## src/hw/rtl/bba_pkg.sv

```systemverilog
`default_nettype none

package bba_pkg;

  // Pool capacity and derived widths
  localparam int MAX_BLOCKS = 64;
  localparam int IDX_W      = (MAX_BLOCKS > 1) ? $clog2(MAX_BLOCKS) : 1;
  localparam int BIT_W      = 3;
  localparam int MAP_W      = 1 << BIT_W;
  localparam int MAP_DEPTH  = (MAX_BLOCKS + MAP_W - 1) / MAP_W;
  localparam int ROW_W      = (MAP_DEPTH > 1) ? $clog2(MAP_DEPTH) : 1;

  // Fixed field widths
  localparam int ADDR_W     = 32;
  localparam int SIZE_W     = 16;
  localparam int COUNT_W    = 7;
  localparam int OUT_IDX_W  = 6;
  localparam int CFG_IDX_W  = 2;
  localparam int CFG_DATA_W = 32;

  // Offset of the highest block start from the pool base
  localparam int OFF_W = IDX_W + SIZE_W;
  // Width for block index / count compares
  localparam int CMP_W = (IDX_W + 2 > COUNT_W + 1) ? IDX_W + 2 : COUNT_W + 1;
  // Divider step counter
  localparam int KW    = (IDX_W > 1) ? $clog2(IDX_W) : 1;

  // Register indexes
  localparam logic [CFG_IDX_W-1:0] CFG_POOL_BASE   = 2'd0;
  localparam logic [CFG_IDX_W-1:0] CFG_BLOCK_SIZE  = 2'd1;
  localparam logic [CFG_IDX_W-1:0] CFG_BLOCK_COUNT = 2'd2;

  // Reset values
  localparam logic [ADDR_W-1:0]  POOL_BASE_RST   = 32'd0;
  localparam logic [SIZE_W-1:0]  BLOCK_SIZE_RST  = 16'd16;
  localparam logic [COUNT_W-1:0] BLOCK_COUNT_RST = 7'd64;

  typedef enum logic [1:0] {
    ST_OK   = 2'd0,
    ST_FULL = 2'd1,
    ST_SIZE = 2'd2,
    ST_ADDR = 2'd3
  } status_t;

  typedef enum logic {
    ACT_ALLOC = 1'b0,
    ACT_FREE  = 1'b1
  } action_t;

  typedef struct packed {
    action_t             action;
    logic [SIZE_W-1:0]   request_size;
    logic [ADDR_W-1:0]   block_address;
  } req_word_t;

  typedef struct packed {
    status_t              status;
    logic [ADDR_W-1:0]    address;
    logic [OUT_IDX_W-1:0] block_index;
  } rsp_word_t;

  // Live configuration, count already saturated to capacity
  typedef struct packed {
    logic [ADDR_W-1:0] pool_base;
    logic [SIZE_W-1:0] block_size;
    logic [CMP_W-1:0]  active_count;
  } cfg_t;

  // Used-map RAM access
  typedef struct packed {
    logic             re;
    logic [ROW_W-1:0] raddr;
    logic             we;
    logic [ROW_W-1:0] waddr;
    logic [MAP_W-1:0] wdata;
  } ram_req_t;

endpackage

`default_nettype wire

```

## src/hw/rtl/bba_ram.sv

```systemverilog
`default_nettype none

module bba_ram #(
  parameter int WIDTH = 8,
  parameter int DEPTH = 8,
  parameter int AW    = (DEPTH > 1) ? $clog2(DEPTH) : 1
) (
  input  logic             clk,
  input  logic             we,
  input  logic [AW-1:0]    waddr,
  input  logic [WIDTH-1:0] wdata,
  input  logic             re,
  input  logic [AW-1:0]    raddr,
  output logic [WIDTH-1:0] rdata
);

  logic [WIDTH-1:0] mem [DEPTH];

  // One write port, one registered read port
  always_ff @(posedge clk) begin
    if (we) begin
      mem[waddr] <= wdata;
    end
    if (re) begin
      rdata <= mem[raddr];
    end
  end

endmodule

`default_nettype wire

```

## src/hw/rtl/bba_cfg.sv

```systemverilog
`default_nettype none

module bba_cfg
  import bba_pkg::*;
(
  input  logic                  clk,
  input  logic                  rst,
  input  logic                  cfg_we,
  input  logic [CFG_IDX_W-1:0]  cfg_index,
  input  logic [CFG_DATA_W-1:0] cfg_data,
  output cfg_t                  cfg
);

  logic [ADDR_W-1:0]  pool_base;
  logic [SIZE_W-1:0]  block_size;
  logic [COUNT_W-1:0] block_count;

  // Register file, upper data bits dropped
  always_ff @(posedge clk) begin
    if (rst) begin
      pool_base   <= POOL_BASE_RST;
      block_size  <= BLOCK_SIZE_RST;
      block_count <= BLOCK_COUNT_RST;
    end else if (cfg_we) begin
      unique case (cfg_index)
        CFG_POOL_BASE:   pool_base   <= cfg_data[ADDR_W-1:0];
        CFG_BLOCK_SIZE:  block_size  <= cfg_data[SIZE_W-1:0];
        CFG_BLOCK_COUNT: block_count <= cfg_data[COUNT_W-1:0];
        default: ;
      endcase
    end
  end

  // Count is clamped to the built capacity
  always_comb begin
    cfg.pool_base  = pool_base;
    cfg.block_size = block_size;
    if (CMP_W'(block_count) > CMP_W'(MAX_BLOCKS)) begin
      cfg.active_count = CMP_W'(MAX_BLOCKS);
    end else begin
      cfg.active_count = CMP_W'(block_count);
    end
  end

endmodule

`default_nettype wire

```

## src/hw/rtl/bba_ctrl.sv

```systemverilog
`default_nettype none

module bba_ctrl
  import bba_pkg::*;
(
  input  logic             clk,
  input  logic             rst,
  input  cfg_t             cfg,
  input  logic             req_valid,
  output logic             req_ready,
  input  req_word_t        req_word,
  output logic             rsp_valid,
  input  logic             rsp_ready,
  output rsp_word_t        rsp_word,
  output ram_req_t         ram,
  input  logic [MAP_W-1:0] ram_rdata
);

  typedef enum logic [3:0] {
    S_IDLE,
    S_A_RD,
    S_A_CHK,
    S_A_MUL,
    S_A_ADD,
    S_F_RANGE,
    S_F_DIV,
    S_F_CHK,
    S_F_WR,
    S_DONE
  } state_t;

  state_t           state;
  logic [ROW_W-1:0] word;
  logic [ADDR_W-1:0] blk_addr;
  logic [OFF_W-1:0] prod;
  logic [OFF_W-1:0] rem;
  logic             hi_bad;
  logic [IDX_W-1:0] q;
  logic [KW-1:0]    k;
  status_t          res_status;
  logic [ADDR_W-1:0] res_addr;
  logic [IDX_W-1:0] res_idx;
  logic [MAP_DEPTH-1:0] row_valid;
  logic             rd_valid;

  logic [MAP_W-1:0] data_eff;
  logic [CMP_W-1:0] base_i;
  logic [MAP_W-1:0] in_rng;
  logic [MAP_W-1:0] free_bits;
  logic             hit;
  logic [BIT_W-1:0] hit_bit;
  logic             last_row;
  logic [ADDR_W-1:0] diff;
  logic [OFF_W-1:0] trial;
  logic [OFF_W-1:0] limit;
  logic [ROW_W-1:0] q_row;

  assign req_ready = (state == S_IDLE);

  // Scan of one map row: lowest free block below the active count
  always_comb begin
    data_eff  = rd_valid ? ram_rdata : '0;
    base_i    = CMP_W'(word) << BIT_W;
    for (int b = 0; b < MAP_W; b++) begin
      in_rng[b] = (base_i + CMP_W'(b)) < cfg.active_count;
    end
    free_bits = ~data_eff & in_rng;
    hit       = |free_bits;
    hit_bit   = '0;
    for (int b = MAP_W - 1; b >= 0; b--) begin
      if (free_bits[b]) begin
        hit_bit = BIT_W'(b);
      end
    end
    last_row  = (base_i + CMP_W'(MAP_W)) >= cfg.active_count;
  end

  // Free path arithmetic
  assign diff  = req_word.block_address - cfg.pool_base;
  assign trial = OFF_W'(cfg.block_size) << k;
  assign limit = OFF_W'(cfg.block_size) << IDX_W;
  assign q_row = ROW_W'(q >> BIT_W);

  // Map RAM port control
  always_comb begin
    ram.re    = 1'b0;
    ram.raddr = word;
    ram.we    = 1'b0;
    ram.waddr = word;
    ram.wdata = data_eff | (MAP_W'(1) << hit_bit);
    case (state)
      S_A_RD:  ram.re = 1'b1;
      S_A_CHK: ram.we = hit;
      S_F_CHK: begin
        ram.re    = 1'b1;
        ram.raddr = q_row;
      end
      S_F_WR: begin
        ram.we    = 1'b1;
        ram.waddr = q_row;
        ram.wdata = data_eff & ~(MAP_W'(1) << BIT_W'(q));
      end
      default: ;
    endcase
  end

  // Row valid bits: a row never written reads as all free
  always_ff @(posedge clk) begin
    if (rst) begin
      row_valid <= '0;
      rd_valid  <= 1'b0;
    end else begin
      if (ram.we) begin
        row_valid[ram.waddr] <= 1'b1;
      end
      if (ram.re) begin
        rd_valid <= row_valid[ram.raddr];
      end
    end
  end

  // Sequencer and output register
  always_ff @(posedge clk) begin
    if (rst) begin
      state     <= S_IDLE;
      rsp_valid <= 1'b0;
    end else begin
      // word taken and no new one loaded this cycle
      if (rsp_valid && rsp_ready && (state != S_DONE)) begin
        rsp_valid <= 1'b0;
      end
      unique case (state)
        S_IDLE: begin
          if (req_valid) begin
            blk_addr   <= req_word.block_address;
            res_addr   <= '0;
            res_idx    <= '0;
            word       <= '0;
            rem        <= diff[OFF_W-1:0];
            hi_bad     <= |diff[ADDR_W-1:OFF_W];
            q          <= '0;
            k          <= KW'(IDX_W - 1);
            if (req_word.action == ACT_FREE) begin
              res_status <= ST_OK;
              state      <= S_F_RANGE;
            end else if (req_word.request_size != cfg.block_size) begin
              res_status <= ST_SIZE;
              state      <= S_DONE;
            end else begin
              res_status <= ST_OK;
              state      <= S_A_RD;
            end
          end
        end
        S_A_RD: state <= S_A_CHK;
        S_A_CHK: begin
          if (hit) begin
            res_idx <= IDX_W'(base_i | CMP_W'(hit_bit));
            state   <= S_A_MUL;
          end else if (last_row) begin
            res_status <= ST_FULL;
            state      <= S_DONE;
          end else begin
            word  <= word + 1'b1;
            state <= S_A_RD;
          end
        end
        S_A_MUL: begin
          prod  <= OFF_W'(res_idx) * OFF_W'(cfg.block_size);
          state <= S_A_ADD;
        end
        S_A_ADD: begin
          res_addr <= cfg.pool_base + ADDR_W'(prod);
          state    <= S_DONE;
        end
        S_F_RANGE: begin
          if (cfg.block_size == '0) begin
            state <= S_F_CHK;
          end else if (hi_bad || (rem >= limit)) begin
            res_status <= ST_ADDR;
            state      <= S_DONE;
          end else begin
            state <= S_F_DIV;
          end
        end
        // Restoring division, one quotient bit per cycle
        S_F_DIV: begin
          if (rem >= trial) begin
            rem  <= rem - trial;
            q[k] <= 1'b1;
          end
          if (k == '0) begin
            state <= S_F_CHK;
          end else begin
            k <= k - 1'b1;
          end
        end
        S_F_CHK: begin
          if (!hi_bad && (rem == '0) && (CMP_W'(q) < cfg.active_count)) begin
            state <= S_F_WR;
          end else begin
            res_status <= ST_ADDR;
            state      <= S_DONE;
          end
        end
        S_F_WR: begin
          res_addr <= blk_addr;
          res_idx  <= q;
          state    <= S_DONE;
        end
        S_DONE: begin
          if (!rsp_valid || rsp_ready) begin
            rsp_valid            <= 1'b1;
            rsp_word.status      <= res_status;
            rsp_word.address     <= res_addr;
            rsp_word.block_index <= OUT_IDX_W'(res_idx);
            state                <= S_IDLE;
          end
        end
        default: state <= S_IDLE;
      endcase
    end
  end

endmodule

`default_nettype wire

```

## src/hw/rtl/bitmap_block_allocator.sv

```systemverilog
`default_nettype none

// Fixed-size block allocator over a used-bit map.
// Request channel (req_valid/req_ready/req_word): one word per request,
// either an allocate (request_size must equal block_size) or a free
// (block_address names a block start). Every request returns exactly one
// word on the response channel (rsp_valid/rsp_ready/rsp_word) with status,
// address and block_index. Requests are handled one at a time.
// Path from accept to rsp_valid (size mismatch: straight to the response):
//   allocate        one RAM read and a check per map row (8 blocks per row, up
//                   to 8 rows), then multiply and add; full after the last row
//   free            range check, 6-step divide for the index, then
//                   read-modify-write of one map row; ends at the range check
//                   when out of range, at the index check when not a block
//                   start; block size zero skips the range check and divide
// req_ready returns together with rsp_valid, when the response is loaded.
// Configuration (cfg_we/cfg_index/cfg_data) is for the user to write while
// idle; the block itself does not enforce it.
// Reset: base 0, size 16, count 64, every block free at once (per-row
// valid bits, no clearing pass).
// A stalled receiver holds the response in the output register; the next
// request is accepted meanwhile and its result waits until that word leaves.
module bitmap_block_allocator
  import bba_pkg::*;
(
  input  logic                  clk,
  input  logic                  rst,
  input  logic                  req_valid,
  output logic                  req_ready,
  input  req_word_t             req_word,
  output logic                  rsp_valid,
  input  logic                  rsp_ready,
  output rsp_word_t             rsp_word,
  input  logic                  cfg_we,
  input  logic [CFG_IDX_W-1:0]  cfg_index,
  input  logic [CFG_DATA_W-1:0] cfg_data
);

  cfg_t             cfg;
  ram_req_t         ram;
  logic [MAP_W-1:0] ram_rdata;

  bba_cfg u_cfg (
    .clk       (clk),
    .rst       (rst),
    .cfg_we    (cfg_we),
    .cfg_index (cfg_index),
    .cfg_data  (cfg_data),
    .cfg       (cfg)
  );

  bba_ctrl u_ctrl (
    .clk       (clk),
    .rst       (rst),
    .cfg       (cfg),
    .req_valid (req_valid),
    .req_ready (req_ready),
    .req_word  (req_word),
    .rsp_valid (rsp_valid),
    .rsp_ready (rsp_ready),
    .rsp_word  (rsp_word),
    .ram       (ram),
    .ram_rdata (ram_rdata)
  );

  // Used map, MAP_W blocks per row
  bba_ram #(
    .WIDTH (MAP_W),
    .DEPTH (MAP_DEPTH)
  ) u_map (
    .clk   (clk),
    .we    (ram.we),
    .waddr (ram.waddr),
    .wdata (ram.wdata),
    .re    (ram.re),
    .raddr (ram.raddr),
    .rdata (ram_rdata)
  );

endmodule

`default_nettype wire

```

## config.mk

```make
export PLATFORM = sky130hd
export DESIGN_NAME = bitmap_block_allocator
export DESIGN_NICKNAME = d
export VERILOG_FILES = /design/src/hw/rtl/bba_pkg.sv /design/src/hw/rtl/bba_ram.sv /design/src/hw/rtl/bba_cfg.sv /design/src/hw/rtl/bba_ctrl.sv /design/src/hw/rtl/bitmap_block_allocator.sv
export SDC_FILE = /design/constraint.sdc
export NUM_CORES = 1
export LEC_CHECK = 0
export CAP_MARGIN = 25
export CORE_MARGIN = 8
export CORE_UTILIZATION = 50
export DETAILED_ROUTE_END_ITERATION = 12
export DONT_BUFFER_PORTS = 1
export GPL_TIMING_DRIVEN = 0
export PLACE_DENSITY = 0.7
export SLEW_MARGIN = 20
export SYNTH_ARGS = -nofsm -noshare
export SYNTH_HDL_FRONTEND = slang
export SYNTH_SLANG_ARGS = --single-unit
```

## constraint.sdc

```tcl
create_clock -name clk -period 4.7 [get_ports clk]
set_input_delay 0.94 -clock clk [delete_from_list [all_inputs] [get_ports clk]]
set_output_delay 0.94 -clock clk [all_outputs]
set_load 0.03 [all_outputs]
```

== Word level (Yosys, flattened, before mapping) ==
Memory sizes are Yosys's and may differ from the RTL's. A register that Yosys moved wholly into a read port is not among the register bits.
Index checks and enable logic that the tools add are counted.

* Bits in writable memories: 64
* Register bits after elaboration: 238
* Logic and storage cells: 189
* Bits of input ports: 88
* Memories kept: 1

{| class="wikitable"
|+ Memory list
! memory !! words !! width !! read ports !! clocked after memory_dff !! write ports !! RTL line !! text
|-
| u_map.mem || 8 || 8 || 1 || 1 || 1 || bba_ram.sv:17 || <nowiki>logic [WIDTH-1:0] mem [DEPTH];</nowiki>
|}

* Muxes and demuxes: 62
* Equality and inequality tests: 25
* Bitwise operators: 9
* Magnitude comparators: 18
* Shifts and indexed selects: 3
* $add $sub $neg: 13
* Multiply operators: 1
* Reductions and logical operators: 37

{| class="wikitable"
|+ Operator list
! operator !! count
|-
| $pmux 32 s3 || 1
|-
| $lt 8x7->1 || 7
|-
| $ge 22x22->1 || 2
|-
| $mux 22 || 2
|-
| $pmux 22 s2 || 1
|-
| $mux 3 || 14
|-
| $mux 4 || 9
|-
| $pmux 4 s9 || 1
|-
| $add 32x22->32 || 1
|-
| $mux 32 || 1
|-
| $sub 32x32->32 || 1
|-
| $add 6x3->7 const B || 4
|-
| $logic_not 22->1 || 1
|-
| $mul 6x16->22 || 1
|-
| $shl 16x3->22 || 1
|-
| $sub 22x22->22 || 1
|-
| $mux 6 || 3
|-
| $pmux 6 s3 || 1
|-
| $and 8x8->8 || 2
|-
| $eq 4x3->1 const B || 4
|-
| $logic_not 16->1 || 1
|-
| $mux 2 || 8
|-
| $ne 16x16->1 || 1
|-
| $not 8->8 || 2
|-
| other kinds (50) || 98
|}

== Depth between registers and ports, before layout ==
Gate-level depths: netlist (run 1).

* Word-level depth: 20
* Gate-level depth with buffers: 18

== Cells and area by module ==
From an unflattened synthesis (run 1), not the netlist that was laid out.

* Cells, all modules: 2021
* Area, all modules: 21058.9 µm²

{| class="wikitable"
|+ By module, submodules not included
! module !! area an instance (µm²) !! instances !! cells each
|-
| bba_ctrl || 15920.3 || 1 || 1678
|-
| bba_ram || 2771.4 || 1 || 114
|-
| bba_cfg || 2367.3 || 1 || 229
|}

== Worst setup path after synthesis (run 1) ==
Ideal clock, no wire load.

* Path kind: register to register
* From: register u_ctrl.k[0]
* To: register u_ctrl.q[0], enable pin
* Slack: -0.347 ns
* Period minus slack after synthesis: 5.047 ns
* Stages on the path, launching flop included: 19
* Arrival time: 4.625 ns
* Library setup time: 0.422 ns
* Required time: 4.278 ns
* Cells stage by stage: edfxtp_1 > clkbuf_1 > clkbuf_1 > inv_1 > nor2_1 > nand2_1 > o21ai_0 > nand2_1 > ha_1 > nor2b_1 > o21a_1 > o21ai_0 > a21oi_1 > o221ai_1 > o221ai_1 > o41ai_1 > a21oi_1 > o21ai_0 > a21oi_1

* Word-level cells in the longest chain between the ends: 4

{| class="wikitable"
|+ RTL lines
! item !! RTL line !! text
|-
| start, declared || bba_ctrl.sv:39 || <nowiki>logic [KW-1:0] k;</nowiki>
|-
| start signal, assigned || bba_ctrl.sv:142 || <nowiki>k <= KW'(IDX_W - 1);</nowiki>
|-
| start signal, assigned || bba_ctrl.sv:195 || <nowiki>k <= k - 1'b1;</nowiki>
|-
| $shl 16x3->22 || bba_ctrl.sv:80 || <nowiki>assign trial = OFF_W'(cfg.block_size) << k;</nowiki>
|-
| $ge 22x22->1 || bba_ctrl.sv:188 || <nowiki>if (rem >= trial) begin</nowiki>
|-
| $ne 2x1->1 (no source line) || - ||
|-
| $reduce_and 4->1 (no source line) || - ||
|-
| end signal, assigned || bba_ctrl.sv:141 || <nowiki>q <= '0;</nowiki>
|-
| end signal, assigned by index || bba_ctrl.sv:190 || <nowiki>q[k] <= 1'b1;</nowiki>
|-
| end, declared || bba_ctrl.sv:38 || <nowiki>logic [IDX_W-1:0] q;</nowiki>
|}

No other way between the ends.
A chain may end at the register's enable or synchronous reset.

== Worst setup path in the final report (run 1) ==
* From: register u_ctrl.k[1]
* To: register u_ctrl.rem[11], enable pin

* Word-level cells in the longest chain between the ends: 4

{| class="wikitable"
|+ RTL lines
! item !! RTL line !! text
|-
| $shl 16x3->22 || bba_ctrl.sv:80 ||
|-
| $ge 22x22->1 || bba_ctrl.sv:188 ||
|-
| $ne 2x1->1 (no source line) || - ||
|-
| $reduce_and 4->1 (no source line) || - ||
|-
| end signal, assigned || bba_ctrl.sv:139 || <nowiki>rem <= diff[OFF_W-1:0];</nowiki>
|-
| end signal, assigned || bba_ctrl.sv:189 || <nowiki>rem <= rem - trial;</nowiki>
|-
| end, declared || bba_ctrl.sv:36 || <nowiki>logic [OFF_W-1:0] rem;</nowiki>
|}

No other way between the ends.

==> results.toml, run 1 <==
[run_status]
status = "finished, final reports clean"

[grt]
grt_max_degree = 19
grt_pass1_vias = 15300
antenna_found_initial = 4
grt_overflow = 0
grt_pass1_wl_um = 92100
track_usage_pct = 25.2

[floorplanning]
rows = 73
die_area_um2 = 47000
core_area_um2 = 39800
initial_core_util_pct = 50.7
die_w_um = 217
fp.dieH_um = 217
ios = 130

[setup_path]
arrival_ns = 4.82
cp_common_cell = "a21oi_1"
crit_buf_inv = 2
crit_family = "compound AO/OA/AOI/OAI gates"
worstSetupPathType = "reg -> reg"
start_kind = "flip-flop"
crit_slowest_cell = "edfxtp_1"
crit_required_ns = 4.98
slowest_delay_ns = 0.55
cp_cell_sequence = "clkbuf_2, mux4_2, mux2i_1, ha_1, a21oi_1, nor2b_1, nor2_1, o21ai_0, o41ai_1, o221ai_1, o41ai_2, a21oi_1, o21ai_1, a21oi_4, buf_16"
critPathMaxFanout = 18
endpoint_kind = "flip-flop"

[route]
drt_iter0_drc = 1523
detail_route.vias_per_cell = 6.07
wl_per_cell_um = 23.1
drc_errors = 0
drt_wl_total_um = 61000
firstDrtPassIters = 6
dr_total_vias = 16000
drtAntennaViolNets = 0

[synth]
async_flop_share_pct = 0
yosysUniqueCellTypes = 79
syn-num-nets = 2296
ys_ff_latch = 310
synth_cells = 2011
synth_warnings = 0
ys_seq_area_share_pct = 42.7
synth-edff-count = 241
synth.avg_cell_area_um2 = 10.0
synth-main-ff-cell = "edfxtp_1"
synth_area_um2 = 20200

[timing]
hold_viol = 0
setup_viol = 0
finClkSkew_ns = 0.0231
rsz0062_at_grt = "yes"
fmax_mhz = 220
tightest_slew_ns = 1.02
finalCritPeriodShare_pct = 96.7
slew_headroom_pct = 31.6
post-route-min-period_ns = 4.54
drv_slew = 0
setup_slack_ns = 0.155
holdWs_ns = 0.417

[clocking]
cts_buffers = 34
root_buffer = "clkbuf_16"
clkTransAtPathRegs_ns = 0.06
clkSinkCount = 310
clkLatencyLatePin_ns = 0.53
cts_tree = "built"
clk_path_buf_depth = 3
h-tree-depth = 2

[place]
routabilityCongestion = 0.929
hpwl_um = 46700
port_buffers = 0
dp_slack_ns = -0.747
place_inst = 2555

[pwr]
seq_power_share_pct = 39.9
power_per_cell_area_nw_per_um2 = 425
p_int_mw = 6.24
leakage_nw = 8.53
swShare_pct = 35.0
p_total_mw = 9.60
pwr-share-comb_pct = 32.7
clock_power_share_pct = 27.4
p_sw_mw = 3.36
ir_worst_vdd_uv = 216

[final_layout]
multi_input_area_um2 = 10900
synthToLayoutAreaGrowth_pct = 11.9
final_cell_mix = "274 x nand2_1, 241 x edfxtp_1, 149 x a21oi_1"
mostFrequentLayoutCell = "nand2_1"
fin_util_pct = 56.7
stdcell_count = 2641
drive_gt1_share_pct = 10.2
num-nets-final = 2373
n_fill_cell = 3528
seq_area_um2 = 8620

[worst_hold_path]
min_path_type = "reg -> reg"

[run]
cap_violations = 0
[worst paths after layout]
check,start,to,slack (ns),depth (start not counted)
worst min-delay path,u_ctrl.res_addr[7]$_DFFE_PP_,u_ctrl.rsp_word[13]$_DFFE_PP_,0.42,0
worst max-delay path,u_ctrl.k[1]$_SDFFCE_PN0P_,u_ctrl.rem[11]$_DFFE_PP_,0.16,15
worst max register to register,u_ctrl.k[1]$_SDFFCE_PN0P_,u_ctrl.rem[11]$_DFFE_PP_,0.16,15
worst min register to register,u_ctrl.res_addr[7]$_DFFE_PP_,u_ctrl.rsp_word[13]$_DFFE_PP_,0.42,0
[stage by stage]
step | TNS [ns] | area [um^2]
after detailed placement | -21.77 | 21100
after floorplan | 0 | 20200
after global placement | -270.11 | 20800
after CTS | 0 | 22400
after global routing | -0.0559 | 22600
final | 0 | 22600
[worst reg2reg max path: stages, from the launching register on]
cell,delay [ns]
edfxtp_1,0.55
clkbuf_2,0.33
mux4_2,0.40
mux2i_1,0.33
ha_1,0.39
a21oi_1,0.19
nor2b_1,0.09
nor2_1,0.12
o21ai_0,0.11
o41ai_1,0.42
o221ai_1,0.25
o41ai_2,0.36
a21oi_1,0.12
o21ai_1,0.27
a21oi_4,0.13
buf_16,0.21
[Yosys cell counts (all sizes together), types with 5 or more instances]
| library cell | instances | area (um^2) |
|---|---|---|
| and2 | 67 | 419 |
| inv | 148 | 556 |
| mux2 | 8 | 90.1 |
| nand3 | 24 | 120 |
| a21oi | 154 | 782 |
| nor3 | 39 | 200 |
| nand2 | 274 | 1030 |
| o31a | 5 | 52.6 |
| nor2 | 135 | 507 |
| o21a | 20 | 150 |
| xor2 | 36 | 315 |
| fa | 60 | 1200 |
| and3 | 19 | 124 |
| ha | 137 | 1710 |
| a211oi | 18 | 140 |
| dfxtp | 69 | 1380 |
| or3 | 12 | 75.1 |
| o21ai | 107 | 536 |
| a211o | 6 | 52.6 |
| a21o | 23 | 173 |
| o211ai | 10 | 75.1 |
| nor3b | 6 | 45.0 |
| edfxtp | 241 | 7240 |
| nand3b | 7 | 52.6 |
| clkbuf | 75 | 282 |
| xnor2 | 52 | 455 |
| mux2i | 29 | 294 |
| a32o | 6 | 60.1 |
| o31ai | 11 | 82.6 |
| buf | 8 | 37.5 |
| or2 | 7 | 43.8 |
| nor4 | 18 | 113 |
| nor2b | 19 | 119 |
| a31oi | 18 | 119 |
| o22ai | 8 | 50.1 |
| nand4 | 12 | 75.1 |
| o21bai | 5 | 37.5 |
| nand2b | 25 | 156 |
| mux4 | 28 | 631 |
| a21boi | 6 | 45.0 |
[flip-flops by register name (all words and copies together) (netlist names), 8 cells and up]
name,count
u_cfg.block_size,16
u_cfg.pool_base,32
u_ctrl.blk_addr,32
u_ctrl.prod,22
u_ctrl.rem,22
u_ctrl.res_addr,32
u_ctrl.row_valid,8
u_ctrl.rsp_word,40
u_map.mem,64
u_map.rdata,8
[final cells by class]
type	count	share of cell area (%)
inverter	148	2.46
clock buffer	46	4.24
antenna	2	0.0222
timing repair buffer	43	1.63
multi-input combinational	1470	48.1
tap	525	2.91
sequential	310	38.2
buffer	81	1.83
clock inverter	16	0.610
[power by group through the flow]
| stage | logic (mW) | clock network, mW | registers, mW |
|---|---|---|---|
| floorplan | 1.98 | 0 | 3.79 |
| global placement | 2.71 | 0 | 3.93 |
| detailed placement | 2.85 | 0 | 3.90 |
| CTS | 3.04 | 2.67 | 3.82 |
| global route | 3.42 | 2.77 | 3.85 |
| finish | 3.14 | 2.63 | 3.83 |
[metal layers]
| metal | wire length, um | global-route usage, % | vias up | share of wire [%] |
|---|---|---|---|---|
| met1 | 26700 | 35.5 | 7855 | 44 |
| li1 | - | - | 7358 | - |
| met2 | 26900 | 38.6 | 710 | 44 |
| met5 | 65 | 0 | - | 0.11 |
| met4 | 2170 | 8.99 | 10 | 3.6 |
| met3 | 5210 | 4.80 | 109 | 8.5 |
[timing repair]
| action | 4_1_cts | 5_1_grt |
|---|---|---|
| buffers inserted | 17 | 3 |
| pin swaps | 9 | 12 |
| setup endpoints to repair | 39 | 34 |
| hold buffers | 0 | 0 |
| resized for setup | 50 | 30 |
[cells by family after synthesis]
family	share of synthesized area [%]
DFF	42.7
muxes	5.03
AOI/OAI and AO/OA	13.8
buffers and inverters	4.34
xor gates and xnor gates	3.82
adders and majority gates	14.5
and+or+nand+nor	15.9
Note: power is estimated with default switching activity, not from simulation.
==> run 2, diff against run 1 <==
--- a/config.mk
+++ b/config.mk
@@ -5,6 +5,7 @@
 export SDC_FILE = /design/constraint.sdc
 export NUM_CORES = 1
 export LEC_CHECK = 0
+export ABC_AREA = 1
 export CAP_MARGIN = 25
 export CORE_MARGIN = 8
 export CORE_UTILIZATION = 50
@@ -12,6 +13,8 @@
 export DONT_BUFFER_PORTS = 1
 export GPL_TIMING_DRIVEN = 0
 export PLACE_DENSITY = 0.7
+export SKIP_CTS_REPAIR_TIMING = 1
+export SKIP_LAST_GASP = 1
 export SLEW_MARGIN = 20
 export SYNTH_ARGS = -nofsm -noshare
 export SYNTH_HDL_FRONTEND = slang
==> results.toml, run 2 <==
[run_status]
status = "finished, final reports clean"

[grt]
track_usage_pct = 26.3
grt_overflow = 0
antenna_found_initial = 4
grt_max_degree = 24
grt_pass1_vias = 17000
grt_pass1_wl_um = 97700

[place]
port_buffers = 0
routabilityCongestion = 0.984
hpwl_um = 52300

[final_layout]
fin_util_pct = 55.7
regMostFlops = "u_map.mem"
drive_gt1_share_pct = 5.50
mostFrequentLayoutCell = "nand2_1"
num-nets-final = 2822
synthToLayoutAreaGrowth_pct = 9.87
final_cell_mix = "497 x nand2_1, 369 x inv_1, 241 x edfxtp_1"
largest_register_ffs = 64
reg_top3 = "u_map.mem: 64 flops, u_ctrl.rsp_word: 40 flops"

[route]
drt_iter0_drc = 1680
dr_total_vias = 17700
drtAntennaViolNets = 0
firstDrtPassIters = 6
wl_per_cell_um = 20.8
detail_route.vias_per_cell = 5.69
drt_wl_total_um = 64400
drc_errors = 0

[worst_hold_path]
min_path_type = "reg -> reg"

[timing]
drv_slew = 0
setup_tns_ns = 0
tightest_slew_ns = 1.09
setup_viol = 0
hold_viol = 0
finalCritPeriodShare_pct = 98.3
slew_headroom_pct = 26.8
rsz0062_at_grt = "yes"
post-route-min-period_ns = 4.62
fmax_mhz = 217
finClkSkew_ns = 0.0257

[setup_path]
arrival_ns = 4.90
critPathMaxFanout = 10
slowest_delay_ns = 0.54
crit_slowest_cell = "fa_1"
cp_cell_sequence = "buf_4, clkbuf_2, nand2_1, fa_1, fa_1, fa_1, inv_1, ha_1, a21oi_1, nand2_1, nand2_1, nand2_1, a21oi_1, o21ai_0, a21boi_2, o21bai_1, nand2_1, nand2_1, xor2_1"
endpoint_kind = "flip-flop"
worstSetupPathType = "reg -> reg"
cp_common_cell = "nand2_1"
crit_required_ns = 4.98
start_kind = "flip-flop"

[synth]
synth_area_um2 = 20800
syn-num-nets = 2770
yosysUniqueCellTypes = 52
synth_most_common_cell = "nand2_1"
synth_top_area_share_pct = 34.9
synth-main-ff-cell = "edfxtp_1"
ys_ff_latch = 310
synth_cells = 2485
synth_largest_area_cell = "edfxtp_1"
synth.avg_cell_area_um2 = 8.35
synthTopCellsByArea = "edfxtp_1 35%, nand2_1 9.0%, ha_1 8.3%, inv_1 6.7%, dfxtp_1 6.7%"
synth_warnings = 0
synth_common_cells = "497 x nand2_1, 369 x inv_1, 241 x edfxtp_1, 237 x o21ai_0, 212 x a21oi_1"
synth-edff-count = 241
ys_seq_area_share_pct = 41.5
async_flop_share_pct = 0

[pwr]
ir_worst_vdd_uv = 221
leakage_nw = 9.87
power_per_cell_area_nw_per_um2 = 465

[run]
cap_violations = 0

[clocking]
clk_path_buf_depth = 3
cts_tree = "built"
h-tree-depth = 2
clkSinkCount = 310
cts_buffers = 34
clkTransAtPathRegs_ns = 0.06
root_buffer = "clkbuf_16"
clkLatencyLatePin_ns = 0.55

[floorplanning]
initial_core_util_pct = 50.7
fp.dieH_um = 220
ios = 130
core_area_um2 = 40900
rows = 74
die_w_um = 220
die_area_um2 = 48300
## run 2: changes by cell type in the layout (fill, tap and decap cells not counted), sizes merged, moves of 54 or more
cell,delta
nand2,+240
inv,+224
o21ai,+144
and2,-64
a21oi,+59
nand3,+54
## run 2: layout make-up
| cell class | instances | area (um^2) |
|---|---|---|
| clock buffers | 47 | 910 |
| repair buffers | 24 | 278 |
| inverters | 377 | 1420 |
| plain buffers | 72 | 294 |
| diodes | 7 | 17.5 |
| flip-flops and latches | 310 | 8620 |
| well taps | 532 | 666 |
| multi-input cells | 1718 | 10500 |
| fillers | 3767 | 18100 |
| clock inverters | 15 | 145 |
## run 2: path summary, 6_finish.rpt
check / startpoint / end / cells past startpoint / slack, ns
worst max-delay path: u_ctrl.res_idx[3]$_DFFE_PP_ / u_ctrl.prod[18]$_DFFE_PP_ / 19 / 0.08
worst min-delay path: u_ctrl.res_addr[24]$_DFFE_PP_ / u_ctrl.rsp_word[30]$_DFFE_PP_ / 0 / 0.41
worst max register to register: u_ctrl.res_idx[3]$_DFFE_PP_ / u_ctrl.prod[18]$_DFFE_PP_ / 19 / 0.08
worst min register to register: u_ctrl.res_addr[24]$_DFFE_PP_ / u_ctrl.rsp_word[30]$_DFFE_PP_ / 0 / 0.41
## run 2: through the flow
stage / instance area, um^2 / cells / power (mW) / setup slack, ns / hold WS (ns)
finish: 22800 / 3102 / 10.6 / 0.0817 / 0.412
floorplan: 20800 / 2485 / 6.64 / 0.327 / 0.400
detailed placement: 21600 / 3024 / 7.89 / -0.658 / 0.405
CTS: 22600 / 3086 / 10.5 / -0.677 / 0.414
global placement: 21400 / 3017 / 7.72 / -1.16 / 0.401
global route: 22800 / 3095 / 11.2 / -0.117 / 0.421
## run 2: power by group
| part | switching (mW) | internal [mW] |
|---|---|---|
| Combinational | 2.74 | 1.32 |
| Sequential | 0.286 | 3.69 |
| Clock | 1.10 | 1.48 |
| Total | 4.12 | 6.49 |
## run 2: kinds of logic (layout without fill, tap and decap cells)
logic type,count (synthesis),after routing,share of synthesized area [%]
simple gates,872,872,18.0
compound gates,588,588,15.6
buf+inv,457,535,8.30
flops,310,310,41.5
fa+ha+maj,197,197,14.0
xor+xnor,55,55,2.32
mux,6,6,0.289
other cells,0,7,0
## run 2: worst max-delay path: cells and delay by family (launching register included)
kind | cells | cell delay [ns]
buffers and inverters | 3 | 0.55
and+or+nand+nor | 6 | 0.47
DFF | 1 | 0.32
adders and majority gates | 4 | 1.92
AOI/OAI and AO/OA | 5 | 0.93
xor gates and xnor gates | 1 | 0.15
## run 2: metal layers
layer  up-vias  track usage [%]  part of all wire (%)
met4         2             8.51                   3.0
met2       747             42.5                    46
met1      8333             34.7                    42
met5         -                0                 0.017
li1       8467                -                     -
met3       106             5.79                   9.4
